## src/rtl/pnsh_pkg.sv

```systemverilog
`timescale 1ns / 1ps
// Shared widths, codes and types of the polyline hit test.
package pnsh_pkg;

	// coordinates are signed with 4 fraction bits (1/16 pixel)
	localparam int COORD_W   = 20;
	localparam int DIFF_W    = COORD_W + 1;   // b - a, q - a
	localparam int MAG_W     = COORD_W;       // magnitude of a difference
	localparam int PROD_W    = 2 * MAG_W;
	localparam int LEN_W     = PROD_W + 1;    // len2 and dist_sq
	localparam int DOT_W     = LEN_W + 1;     // signed dot product

	// projection parameter t in Q1.16, so that 1.0 (T_ONE) fits
	localparam int T_FRAC    = 16;
	localparam int T_W       = T_FRAC + 1;
	localparam logic [T_W-1:0] T_ONE = T_W'(1) << T_FRAC;
	localparam logic [PROD_W-1:0] T_ROUND = PROD_W'((1 << T_FRAC) - 1);

	// serial multiplier digit
	localparam int DIGIT_W   = 4;
	localparam int MUL_STEPS = MAG_W / DIGIT_W;
	localparam int NLANE     = 4;

	// hit threshold in 1/16 pixel: max(HIT_MIN, width) + HIT_PAD
	localparam int LW_W      = 10;
	localparam int TH_W      = LW_W + 1;
	localparam int THSQ_W    = 2 * TH_W;
	localparam int HIT_MIN   = 64;
	localparam int HIT_PAD   = 64;
	localparam logic [LW_W-1:0] LW_RESET = LW_W'(16);

	localparam int SEG_W          = 16;
	localparam int SEG_LIMIT      = 1 << SEG_W;
	localparam int DEF_MAX_POINTS = 65536;

	// configuration port
	localparam int CFG_IDX_W  = 1;
	localparam int CFG_DATA_W = LW_W;
	localparam logic [CFG_IDX_W-1:0] REG_LINE_WIDTH = 1'd0;
	localparam logic [CFG_IDX_W-1:0] REG_ENABLE     = 1'd1;

	// input item kinds
	localparam logic MODE_START  = 1'b0;
	localparam logic MODE_VERTEX = 1'b1;

	// one segment to evaluate against the query point
	typedef struct packed {
		logic signed [COORD_W-1:0] ax;
		logic signed [COORD_W-1:0] ay;
		logic signed [COORD_W-1:0] bx;
		logic signed [COORD_W-1:0] by;
		logic signed [COORD_W-1:0] qx;
		logic signed [COORD_W-1:0] qy;
	} seg_req_t;

endpackage

```

## src/rtl/pnsh_ser_mul.sv

```systemverilog
`timescale 1ns / 1ps
// Digit-serial unsigned multiplier, one multiplier digit per cycle, LSB first.
module pnsh_ser_mul (
	input  logic                          clk,
	input  logic                          arst_n,
	input  logic                          start,
	input  logic [pnsh_pkg::MAG_W-1:0]    a,
	input  logic [pnsh_pkg::MAG_W-1:0]    b,
	output logic                          done,
	output logic [pnsh_pkg::PROD_W-1:0]   prod
);

	localparam int MW   = pnsh_pkg::MAG_W;
	localparam int DW   = pnsh_pkg::DIGIT_W;
	localparam int CNTW = $clog2(pnsh_pkg::MUL_STEPS + 1);

	logic [MW-1:0]    a_q;
	logic [MW-1:0]    hi_q;
	logic [MW-1:0]    lo_q;   // remaining multiplier digits below, product digits shifting in at the top
	logic [CNTW-1:0]  cnt_q;
	logic             done_q;
	logic [MW+DW-1:0] sum;

	assign sum = (MW+DW)'(hi_q) + (MW+DW)'(a_q) * (MW+DW)'(lo_q[DW-1:0]);

	always_ff @(posedge clk or negedge arst_n) begin
		if (!arst_n) begin
			cnt_q  <= '0;
			done_q <= 1'b0;
		end else begin
			done_q <= 1'b0;
			if (start) begin
				cnt_q <= CNTW'(pnsh_pkg::MUL_STEPS);
			end else if (cnt_q != '0) begin
				cnt_q <= cnt_q - 1'b1;
				if (cnt_q == CNTW'(1))
					done_q <= 1'b1;
			end
		end
	end

	always_ff @(posedge clk) begin
		if (start) begin
			a_q  <= a;
			hi_q <= '0;
			lo_q <= b;
		end else if (cnt_q != '0) begin
			hi_q <= sum[MW+DW-1:DW];
			lo_q <= {sum[DW-1:0], lo_q[MW-1:DW]};
		end
	end

	assign done = done_q;
	assign prod = {hi_q, lo_q};

endmodule

```

## src/rtl/pnsh_div.sv

```systemverilog
`timescale 1ns / 1ps
// Radix-2 restoring divider for the Q0.16 projection parameter.
module pnsh_div (
	input  logic                         clk,
	input  logic                         arst_n,
	input  logic                         start,
	input  logic [pnsh_pkg::LEN_W-1:0]   num,   // must be below den
	input  logic [pnsh_pkg::LEN_W-1:0]   den,
	output logic                         done,
	output logic [pnsh_pkg::T_FRAC-1:0]  quo
);

	localparam int LW   = pnsh_pkg::LEN_W;
	localparam int QW   = pnsh_pkg::T_FRAC;
	localparam int CNTW = $clog2(QW + 1);

	logic [LW-1:0]   rem_q;
	logic [QW-1:0]   quo_q;
	logic [CNTW-1:0] cnt_q;
	logic            done_q;
	logic [LW:0]     shifted;
	logic [LW:0]     diff;
	logic            ge;

	assign shifted = {rem_q, 1'b0};
	assign ge      = shifted >= {1'b0, den};
	assign diff    = shifted - {1'b0, den};

	always_ff @(posedge clk or negedge arst_n) begin
		if (!arst_n) begin
			cnt_q  <= '0;
			done_q <= 1'b0;
		end else begin
			done_q <= 1'b0;
			if (start) begin
				cnt_q <= CNTW'(QW);
			end else if (cnt_q != '0) begin
				cnt_q <= cnt_q - 1'b1;
				if (cnt_q == CNTW'(1))
					done_q <= 1'b1;
			end
		end
	end

	always_ff @(posedge clk) begin
		if (start) begin
			rem_q <= num;
		end else if (cnt_q != '0) begin
			// remainder stays below den, so it fits LW bits either way
			rem_q <= ge ? diff[LW-1:0] : shifted[LW-1:0];
			quo_q <= {quo_q[QW-2:0], ge};
		end
	end

	assign done = done_q;
	assign quo  = quo_q;

endmodule

```

## src/rtl/pnsh_seg_eval.sv

```systemverilog
`timescale 1ns / 1ps
// Squared distance from the query point to one segment, sequenced over shared serial units.
module pnsh_seg_eval (
	input  logic                        clk,
	input  logic                        arst_n,
	input  logic                        start,
	input  pnsh_pkg::seg_req_t          req,
	output logic                        done,
	output logic [pnsh_pkg::LEN_W-1:0]  dist_sq
);

	localparam int DW  = pnsh_pkg::DIFF_W;
	localparam int MW  = pnsh_pkg::MAG_W;
	localparam int PW  = pnsh_pkg::PROD_W;
	localparam int LW  = pnsh_pkg::LEN_W;
	localparam int OW  = pnsh_pkg::DOT_W;
	localparam int NL  = pnsh_pkg::NLANE;
	localparam int TF  = pnsh_pkg::T_FRAC;

	typedef enum logic [3:0] {
		S_IDLE, S_DIFF, S_MUL1, S_DOT, S_PICK, S_DIV, S_MUL2, S_DELTA, S_MUL3
	} state_t;

	function automatic logic [MW-1:0] mag_of(input logic signed [DW-1:0] v);
		logic [DW-1:0] n;
		n = v[DW-1] ? DW'(-v) : DW'(v);
		return n[MW-1:0];
	endfunction

	// floor(ab * t / 2^16) magnitude; negative ab rounds the magnitude up
	function automatic logic [MW-1:0] off_of(input logic [PW-1:0] p, input logic neg);
		logic [PW-1:0] s;
		s = neg ? p + pnsh_pkg::T_ROUND : p;
		return s[TF+MW-1:TF];
	endfunction

	state_t             state_q;
	pnsh_pkg::seg_req_t req_q;
	logic               mul_start_q;
	logic               div_start_q;
	logic [MW-1:0]      op_a_q [NL];
	logic [MW-1:0]      op_b_q [NL];
	logic [PW-1:0]      prod   [NL];
	logic [NL-1:0]      mul_done;
	logic               div_done;
	logic [TF-1:0]      quo;

	logic               abx_neg_q, aby_neg_q, t2_neg_q, t3_neg_q;
	logic [MW-1:0]      mabx_q, maby_q;
	logic signed [DW-1:0] dqx_q, dqy_q;
	logic [LW-1:0]      len2_q;
	logic signed [OW-1:0] term2_q, term3_q, dot_q;
	logic [MW-1:0]      offx_q, offy_q;
	logic [LW-1:0]      dist_q;
	logic               done_q;

	logic signed [DW-1:0] abx_c, aby_c, dqx_c, dqy_c, dx_c, dy_c;
	logic                 dot_pos;

	assign abx_c = DW'(req_q.bx) - DW'(req_q.ax);
	assign aby_c = DW'(req_q.by) - DW'(req_q.ay);
	assign dqx_c = DW'(req_q.qx) - DW'(req_q.ax);
	assign dqy_c = DW'(req_q.qy) - DW'(req_q.ay);
	// q - c = (q - a) - offset
	assign dx_c  = abx_neg_q ? dqx_q + DW'(offx_q) : dqx_q - DW'(offx_q);
	assign dy_c  = aby_neg_q ? dqy_q + DW'(offy_q) : dqy_q - DW'(offy_q);
	assign dot_pos = !dot_q[OW-1] && (dot_q != '0);

	for (genvar i = 0; i < NL; i++) begin : g_lane
		pnsh_ser_mul u_mul (
			.clk    (clk),
			.arst_n (arst_n),
			.start  (mul_start_q),
			.a      (op_a_q[i]),
			.b      (op_b_q[i]),
			.done   (mul_done[i]),
			.prod   (prod[i])
		);
	end

	pnsh_div u_div (
		.clk    (clk),
		.arst_n (arst_n),
		.start  (div_start_q),
		.num    (dot_q[LW-1:0]),
		.den    (len2_q),
		.done   (div_done),
		.quo    (quo)
	);

	always_ff @(posedge clk or negedge arst_n) begin
		if (!arst_n) begin
			state_q     <= S_IDLE;
			req_q       <= '0;
			mul_start_q <= 1'b0;
			div_start_q <= 1'b0;
			done_q      <= 1'b0;
			dist_q      <= '0;
			abx_neg_q   <= 1'b0;
			aby_neg_q   <= 1'b0;
			t2_neg_q    <= 1'b0;
			t3_neg_q    <= 1'b0;
			mabx_q      <= '0;
			maby_q      <= '0;
			dqx_q       <= '0;
			dqy_q       <= '0;
			len2_q      <= '0;
			term2_q     <= '0;
			term3_q     <= '0;
			dot_q       <= '0;
			offx_q      <= '0;
			offy_q      <= '0;
			for (int i = 0; i < NL; i++) begin
				op_a_q[i] <= '0;
				op_b_q[i] <= '0;
			end
		end else begin
			mul_start_q <= 1'b0;
			div_start_q <= 1'b0;
			done_q      <= 1'b0;
			unique case (state_q)
				S_IDLE: begin
					if (start) begin
						req_q   <= req;
						state_q <= S_DIFF;
					end
				end
				S_DIFF: begin
					abx_neg_q   <= abx_c[DW-1];
					aby_neg_q   <= aby_c[DW-1];
					t2_neg_q    <= abx_c[DW-1] ^ dqx_c[DW-1];
					t3_neg_q    <= aby_c[DW-1] ^ dqy_c[DW-1];
					mabx_q      <= mag_of(abx_c);
					maby_q      <= mag_of(aby_c);
					dqx_q       <= dqx_c;
					dqy_q       <= dqy_c;
					op_a_q[0]   <= mag_of(abx_c);
					op_b_q[0]   <= mag_of(abx_c);
					op_a_q[1]   <= mag_of(aby_c);
					op_b_q[1]   <= mag_of(aby_c);
					op_a_q[2]   <= mag_of(dqx_c);
					op_b_q[2]   <= mag_of(abx_c);
					op_a_q[3]   <= mag_of(dqy_c);
					op_b_q[3]   <= mag_of(aby_c);
					mul_start_q <= 1'b1;
					state_q     <= S_MUL1;
				end
				S_MUL1: begin
					if (&mul_done) begin
						len2_q  <= LW'(prod[0]) + LW'(prod[1]);
						term2_q <= t2_neg_q ? -OW'(prod[2]) : OW'(prod[2]);
						term3_q <= t3_neg_q ? -OW'(prod[3]) : OW'(prod[3]);
						state_q <= S_DOT;
					end
				end
				S_DOT: begin
					dot_q   <= term2_q + term3_q;
					state_q <= S_PICK;
				end
				S_PICK: begin
					if (len2_q == '0 || !dot_pos) begin
						op_a_q[0]   <= mabx_q;
						op_b_q[0]   <= '0;
						op_a_q[1]   <= maby_q;
						op_b_q[1]   <= '0;
						mul_start_q <= 1'b1;
						state_q     <= S_MUL2;
					end else if (dot_q[LW-1:0] >= len2_q) begin
						op_a_q[0]   <= mabx_q;
						op_b_q[0]   <= MW'(pnsh_pkg::T_ONE);
						op_a_q[1]   <= maby_q;
						op_b_q[1]   <= MW'(pnsh_pkg::T_ONE);
						mul_start_q <= 1'b1;
						state_q     <= S_MUL2;
					end else begin
						div_start_q <= 1'b1;
						state_q     <= S_DIV;
					end
				end
				S_DIV: begin
					if (div_done) begin
						op_a_q[0]   <= mabx_q;
						op_b_q[0]   <= MW'(quo);
						op_a_q[1]   <= maby_q;
						op_b_q[1]   <= MW'(quo);
						mul_start_q <= 1'b1;
						state_q     <= S_MUL2;
					end
				end
				S_MUL2: begin
					if (&mul_done) begin
						offx_q  <= off_of(prod[0], abx_neg_q);
						offy_q  <= off_of(prod[1], aby_neg_q);
						state_q <= S_DELTA;
					end
				end
				S_DELTA: begin
					op_a_q[0]   <= mag_of(dx_c);
					op_b_q[0]   <= mag_of(dx_c);
					op_a_q[1]   <= mag_of(dy_c);
					op_b_q[1]   <= mag_of(dy_c);
					mul_start_q <= 1'b1;
					state_q     <= S_MUL3;
				end
				S_MUL3: begin
					if (&mul_done) begin
						dist_q  <= LW'(prod[0]) + LW'(prod[1]);
						done_q  <= 1'b1;
						state_q <= S_IDLE;
					end
				end
				default: state_q <= S_IDLE;
			endcase
		end
	end

	assign done    = done_q;
	assign dist_sq = dist_q;

endmodule

```

## src/rtl/polyline_nearest_segment_hit.sv

```systemverilog
`timescale 1ns / 1ps
// Top level of the polyline hit test: handshakes, registers, running best segment.
//
// A start transaction loads the query point (x, y in 1/16 pixel) and clears the
// running state; each vertex transaction closes a segment with the previous
// vertex, and the vertex marked last yields one result (hit, segment_index).
// A vertex that closes a segment with two valid ends keeps the block busy while
// the segment evaluator runs three passes of its 4-bit-digit serial multipliers
// plus the sequencing steps around them, with a restoring division after the
// first pass unless the projection parameter clamps to 0 or 1. Any other
// transaction is taken in the idle state. Every last vertex then passes through
// a result state that loads the result register, which waits there until taken;
// the block keeps accepting input meanwhile, but a further last vertex stalls
// until the slot is free. Vertices beyond min(MAX_POINTS, 65536) in one polyline
// are ignored except for their last mark. Configuration writes are taken on any
// cycle.
module polyline_nearest_segment_hit #(
	parameter int MAX_POINTS = pnsh_pkg::DEF_MAX_POINTS
) (
	input  logic                                clk,
	input  logic                                arst_n,
	input  logic                                in_valid,
	output logic                                in_ready,
	input  logic                                mode,
	input  logic signed [pnsh_pkg::COORD_W-1:0] coord_x,
	input  logic signed [pnsh_pkg::COORD_W-1:0] coord_y,
	input  logic                                point_ok,
	input  logic                                last,
	output logic                                out_valid,
	input  logic                                out_ready,
	output logic                                hit,
	output logic [pnsh_pkg::SEG_W-1:0]          segment_index,
	input  logic                                cfg_valid,
	output logic                                cfg_ready,
	input  logic [pnsh_pkg::CFG_IDX_W-1:0]      cfg_index,
	input  logic [pnsh_pkg::CFG_DATA_W-1:0]     cfg_data
);

	localparam int CNT_LIMIT = (MAX_POINTS < pnsh_pkg::SEG_LIMIT) ? MAX_POINTS
	                                                             : pnsh_pkg::SEG_LIMIT;
	localparam int CNT_W = $clog2(CNT_LIMIT + 1);
	localparam logic [CNT_W-1:0] CNT_LIM_V = CNT_W'(CNT_LIMIT);
	localparam int LW    = pnsh_pkg::LEN_W;
	localparam int TW    = pnsh_pkg::TH_W;
	localparam int SW    = pnsh_pkg::THSQ_W;

	typedef enum logic [1:0] {ST_IDLE, ST_EVAL, ST_RESULT} state_t;

	state_t                           state_q;
	logic [pnsh_pkg::LW_W-1:0]        line_width_q;
	logic                             enable_q;
	logic [SW-1:0]                    th_sq_q;
	logic signed [pnsh_pkg::COORD_W-1:0] query_x_q, query_y_q, prev_x_q, prev_y_q;
	logic                             prev_ok_q;
	logic [CNT_W-1:0]                 count_q;
	logic [LW-1:0]                    best_dist_q;
	logic [pnsh_pkg::SEG_W-1:0]       best_seg_q;
	logic                             found_q;
	logic                             pend_last_q;
	logic                             eval_start_q;
	pnsh_pkg::seg_req_t               req_q;
	logic                             out_valid_q;
	logic                             hit_q;
	logic [pnsh_pkg::SEG_W-1:0]       seg_q;

	logic                             eval_done;
	logic [LW-1:0]                    eval_dist;
	logic [TW-1:0]                    th_c;
	logic                             room;
	logic                             better;
	logic                             load_res;

	assign th_c = ((line_width_q > pnsh_pkg::LW_W'(pnsh_pkg::HIT_MIN))
	               ? TW'(line_width_q) : TW'(pnsh_pkg::HIT_MIN)) + TW'(pnsh_pkg::HIT_PAD);
	assign room   = count_q < CNT_LIM_V;
	assign better = (eval_dist < LW'(th_sq_q)) && (!found_q || eval_dist < best_dist_q);
	// result slot free or being emptied this cycle
	assign load_res = (state_q == ST_RESULT) && (!out_valid_q || out_ready);

	pnsh_seg_eval u_eval (
		.clk     (clk),
		.arst_n  (arst_n),
		.start   (eval_start_q),
		.req     (req_q),
		.done    (eval_done),
		.dist_sq (eval_dist)
	);

	always_ff @(posedge clk or negedge arst_n) begin
		if (!arst_n) begin
			state_q      <= ST_IDLE;
			line_width_q <= pnsh_pkg::LW_RESET;
			enable_q     <= 1'b1;
			th_sq_q      <= '0;
			query_x_q    <= '0;
			query_y_q    <= '0;
			prev_x_q     <= '0;
			prev_y_q     <= '0;
			prev_ok_q    <= 1'b0;
			count_q      <= '0;
			best_dist_q  <= '0;
			best_seg_q   <= '0;
			found_q      <= 1'b0;
			pend_last_q  <= 1'b0;
			eval_start_q <= 1'b0;
			req_q        <= '0;
			out_valid_q  <= 1'b0;
			hit_q        <= 1'b0;
			seg_q        <= '0;
		end else begin
			th_sq_q      <= SW'(th_c) * SW'(th_c);
			eval_start_q <= 1'b0;

			if (cfg_valid) begin
				unique case (cfg_index)
					pnsh_pkg::REG_LINE_WIDTH: line_width_q <= cfg_data;
					pnsh_pkg::REG_ENABLE:     enable_q     <= cfg_data[0];
				endcase
			end

			if (load_res)
				out_valid_q <= 1'b1;
			else if (out_valid_q && out_ready)
				out_valid_q <= 1'b0;

			unique case (state_q)
				ST_IDLE: begin
					if (in_valid) begin
						if (mode == pnsh_pkg::MODE_START) begin
							query_x_q <= coord_x;
							query_y_q <= coord_y;
							count_q   <= '0;
							prev_ok_q <= 1'b0;
							found_q   <= 1'b0;
						end else if (room && count_q != '0 && prev_ok_q && point_ok) begin
							req_q.ax     <= prev_x_q;
							req_q.ay     <= prev_y_q;
							req_q.bx     <= coord_x;
							req_q.by     <= coord_y;
							req_q.qx     <= query_x_q;
							req_q.qy     <= query_y_q;
							pend_last_q  <= last;
							eval_start_q <= 1'b1;
							state_q      <= ST_EVAL;
						end else begin
							if (room) begin
								prev_x_q  <= coord_x;
								prev_y_q  <= coord_y;
								prev_ok_q <= point_ok;
								count_q   <= count_q + 1'b1;
							end
							if (last)
								state_q <= ST_RESULT;
						end
					end
				end
				ST_EVAL: begin
					if (eval_done) begin
						if (better) begin
							best_dist_q <= eval_dist;
							best_seg_q  <= pnsh_pkg::SEG_W'(count_q - 1'b1);
							found_q     <= 1'b1;
						end
						prev_x_q  <= req_q.bx;
						prev_y_q  <= req_q.by;
						prev_ok_q <= 1'b1;
						count_q   <= count_q + 1'b1;
						state_q   <= pend_last_q ? ST_RESULT : ST_IDLE;
					end
				end
				ST_RESULT: begin
					if (load_res) begin
						hit_q       <= found_q && enable_q;
						seg_q       <= (found_q && enable_q) ? best_seg_q : '0;
						count_q     <= '0;
						prev_ok_q   <= 1'b0;
						found_q     <= 1'b0;
						state_q     <= ST_IDLE;
					end
				end
				default: state_q <= ST_IDLE;
			endcase
		end
	end

	assign in_ready      = (state_q == ST_IDLE);
	assign cfg_ready     = 1'b1;
	assign out_valid     = out_valid_q;
	assign hit           = hit_q;
	assign segment_index = seg_q;

endmodule

```

## config.mk

```make
export PLATFORM = sky130hd
export DESIGN_NAME = polyline_nearest_segment_hit
export DESIGN_NICKNAME = d
export VERILOG_FILES = /design/src/rtl/pnsh_pkg.sv /design/src/rtl/pnsh_ser_mul.sv /design/src/rtl/pnsh_div.sv /design/src/rtl/pnsh_seg_eval.sv /design/src/rtl/polyline_nearest_segment_hit.sv
export SDC_FILE = /design/constraint.sdc
export NUM_CORES = 2
export LEC_CHECK = 0
export ABC_AREA = 1
export BUFFER_PORTS_ARGS = -buffer_cell sky130_fd_sc_hd__buf_2
export CORE_MARGIN = 1.5
export CORE_UTILIZATION = 50
export CTS_CLUSTER_DIAMETER = 80
export DETAILED_ROUTE_END_ITERATION = 10
export PLACE_DENSITY = 0.65
export SLEW_MARGIN = 20
export SYNTH_ARGS = -nofsm -noshare
export SYNTH_HDL_FRONTEND = slang
export SYNTH_HIERARCHICAL = 1
export SYNTH_SLANG_ARGS = --single-unit
```

## constraint.sdc

```tcl
create_clock -name clk -period 6.7 [get_ports clk]
set_input_delay 1.34 -clock clk [delete_from_list [all_inputs] [get_ports clk]]
set_output_delay 1.34 -clock clk [all_outputs]
set_load 0.02 [all_outputs]
```

==> flow_metrics.py <==
metrics = {
    "run_status": {
        "status": "finished, final reports clean",
    },
    "routing": {
        "num_vias": 81300,
        "drc": 0,
        "via_per_inst": 5.34,
        "post_drt_wl_per_cell_um": 19.0,
        "wirelength_um": 290000,
        "antenna_left": 0,
        "drtIter0Drc": 6977,
        "first_pass_iters": 6,
    },
    "synth": {
        "async_reset_ff_frac": 0.758,
        "synthesis.instances": 12700,
        "synth_top_area_cell": "dfrtp_1",
        "yosys-top-cells-area": "dfrtp_1 25%, nand2_1 16%, inv_1 9.1%",
        "synth_area_um2": 92000,
        "synth_top_area_frac": 0.253,
        "ys_warn_count": 6,
        "synth_edf_count": 217,
        "syn_avg_cell_area_um2": 7.25,
        "synth-seq-cells": 1228,
        "yosysSeqAreaShare": 0.342,
        "synth_flop_cell": "dfrtp_1",
        "synth_cell_types": 79,
    },
    "worst_hold_path": {
        "hp-start": "u_eval/op_a_q[22]$_DFFE_PN0P_",
        "holdPathEnd": "u_eval/g_lane[2].u_mul/a_q[2]$_DFFE_PP_",
        "hp-class": "reg -> reg",
        "holdPathStages": 0,
    },
    "clock_tree": {
        "cts_resized": 0,
        "postCtsSetupBuffers": 0,
        "tritoncts": "built",
        "clkSinkCount": 1228,
        "clock_latency_ns": 0.83,
        "cts-root-buf": "clkbuf_16",
        "clkSlewWorstSetupHoldPaths_ns": 0.06,
        "htreeDepth": 4,
        "cts-buffers-inserted": 152,
        "cts.hold.buffers_added": 0,
        "clockBufferDepth": 3,
    },
    "sta": {
        "setup_viol": 0,
        "finalHoldViolations": 0,
        "maxSlewHeadroom": 0.244,
        "fin_tns_setup_ns": 0,
        "maxSlewViolCount": 0,
        "rsz0062_at_grt": "no",
        "max_freq_mhz": 164,
        "min_period_ns": 6.09,
        "timing.final.crit_share": 0.909,
        "worstMarginPinSlew_ns": 1.13,
        "fin_worst_skew_ns": 0.0535,
    },
    "layout": {
        "area_growth_pct": 8.54,
        "final_common_cell": "nand2_1",
        "nNetsFinal": 13600,
        "fillers": 17700,
        "final_cell_mix": "3,891 x nand2_1, 2,215 x inv_1, 928 x dfrtp_1, 900 x nor2_1, 687 x o21ai_0",
        "drive_gt1_frac": 0.0601,
    },
    "setup_path": {
        "crit_arrival_ns": 6.78,
        "crit_required_ns": 7.39,
        "reg2reg_depth": 23,
        "crit_path_start": "line_width_q[7]$_DFFE_PN0P_",
        "r2r_start": "line_width_q[7]$_DFFE_PN0P_",
        "end_kind": "flip-flop",
        "ff2ff_setup_slack_ns": 0.61,
        "worstSetupPathType": "reg -> reg",
        "crit_fanout": 8,
        "worstSetupStartpointType": "flip-flop",
        "r2r_end": "th_sq_q[18]$_DFF_PN0_",
    },
    "global_route": {
        "grt_overflow": 0,
        "grt_pass1_wl_um": 450000,
        "grt_pass1_vias": 78100,
        "grt_use_total": 0.310,
        "antenna_found_initial": 11,
        "grt_max_degree": 154,
    },
    "floorplanning": {
        "start_util": 0.503,
        "die_h_um": 432,
        "row_count": 157,
        "core_area_um2": 183000,
        "top_level_ports": 79,
        "dieWidth_um": 432,
        "die_area_um2": 186000,
    },
    "flow_run": {
        "max_cap_violations": 0,
    },
    "placement": {
        "portBuffers": 77,
        "hpwl_um": 230000,
        "place_congestion": 0.957,
    },
}
synthesized netlist by cell type, types with 55 or more instances:
cell type,number
a21oi_1,463
clkbuf_1,219
dfrtp_1,929
dfxtp_1,80
edfxtp_1,217
fa_1,292
ha_1,556
inv_1,2217
mux2_2,80
nand2_1,3895
nand2_2,74
nand3_1,655
nand3b_1,81
nand4_1,131
nor2_1,904
nor3_1,119
o21ai_0,687
o21ai_1,55
xnor2_1,106
xor2_1,208
area by class of cell:
type | instances | area (um^2) | area share
multi-input cells | 8864 | 50600 | 0.507
clock buffers | 208 | 4250 | 0.0425
clock inverters | 70 | 1040 | 0.0104
repair buffers | 133 | 870 | 0.00871
inverters | 2268 | 8520 | 0.0854
well taps | 2464 | 3080 | 0.0309
flip-flops and latches | 1228 | 31400 | 0.315
diodes | 1 | 2.50 | 0.0000251
cells by family (layout without fill, tap and decap cells):
kind of cell	after synthesis	count (layout)	synth area share
compound gates	1526	1526	0.0926
other cells	2	5	0.0000817
buf+inv	2586	2679	0.108
mux	80	80	0.00980
fa+ha+maj	848	848	0.139
flops	1228	1228	0.342
xor+xnor	322	322	0.0313
simple gates	6084	6084	0.277
worst max path at each step:
stage	slack, ns	endpoint	cells past startpoint
after global placement	0.67	th_sq_q[16]$_DFF_PN0_	24
after detailed placement	0.67	th_sq_q[18]$_DFF_PN0_	23
final	0.61	th_sq_q[18]$_DFF_PN0_	23
after floorplan	1.09	th_sq_q[18]$_DFF_PN0_	22
after global routing	0.08	th_sq_q[16]$_DFF_PN0_	24
after CTS	0.62	th_sq_q[18]$_DFF_PN0_	23
registers in the layout (all words and copies together), names as in the netlist, 21 cells and up:
signal,cells
u_eval/g_lane.u_mul/lo_q,80
u_eval/term2_q,42
u_eval/len2_q,41
u_eval/g_lane.u_mul/a_q,80
req_q,120
best_dist_q,41
u_eval/dqy_q,21
u_eval/dist_sq,41
u_eval/op_b_q,40
u_eval/term3_q,42
u_eval/op_a_q,78
u_eval/dqx_q,21
th_sq_q,21
u_eval/g_lane.u_mul/hi_q,80
u_eval/u_div/rem_q,41
u_eval/req_q,120
u_eval/dot_q,42
stage by stage:
step           hold WS (ns)  worst slack (ns)  utilization  cells  cell area (um^2)
2_1_floorplan         0.425              1.09            -  12700             92000
3_3_place_gp          0.430             0.667        0.517  15000             94500
3_5_place_dp          0.431             0.675        0.517  15000             94500
4_1_cts               0.444             0.624        0.546  15200             99800
5_1_grt               0.455            0.0845        0.546  15200             99800
6_report              0.449             0.610        0.546  15200             99800
metal layers:
| layer | global-route usage | vias up | routed length [um] |
|---|---|---|---|
| met5 | 0 | - | 13 |
| met2 | 0.493 | 2316 | 131000 |
| met3 | 0.0356 | 475 | 16200 |
| met1 | 0.432 | 38800 | 131000 |
| met4 | 0.119 | 2 | 12000 |
| li1 | - | 39700 | - |
critical path: stages (launching register included):
cell      delay, ns
dfrtp_1        0.44
nor3_1         0.43
nor2_1         0.10
inv_1          0.13
ha_1           0.18
nand2_1        0.07
nor2_1         0.25
inv_1          0.22
nor2_1         0.29
fa_1           0.47
inv_1          0.08
fa_1           0.41
inv_1          0.09
fa_1           0.43
fa_1           0.49
inv_1          0.05
fa_1           0.47
inv_1          0.04
ha_1           0.33
a21oi_1        0.28
o21ai_0        0.17
a221oi_1       0.27
nand2_1        0.10
xor2_1         0.14
Power is not shown: default switching activity piles up to over one toggle a cycle in this logic, so the estimate is an artifact.
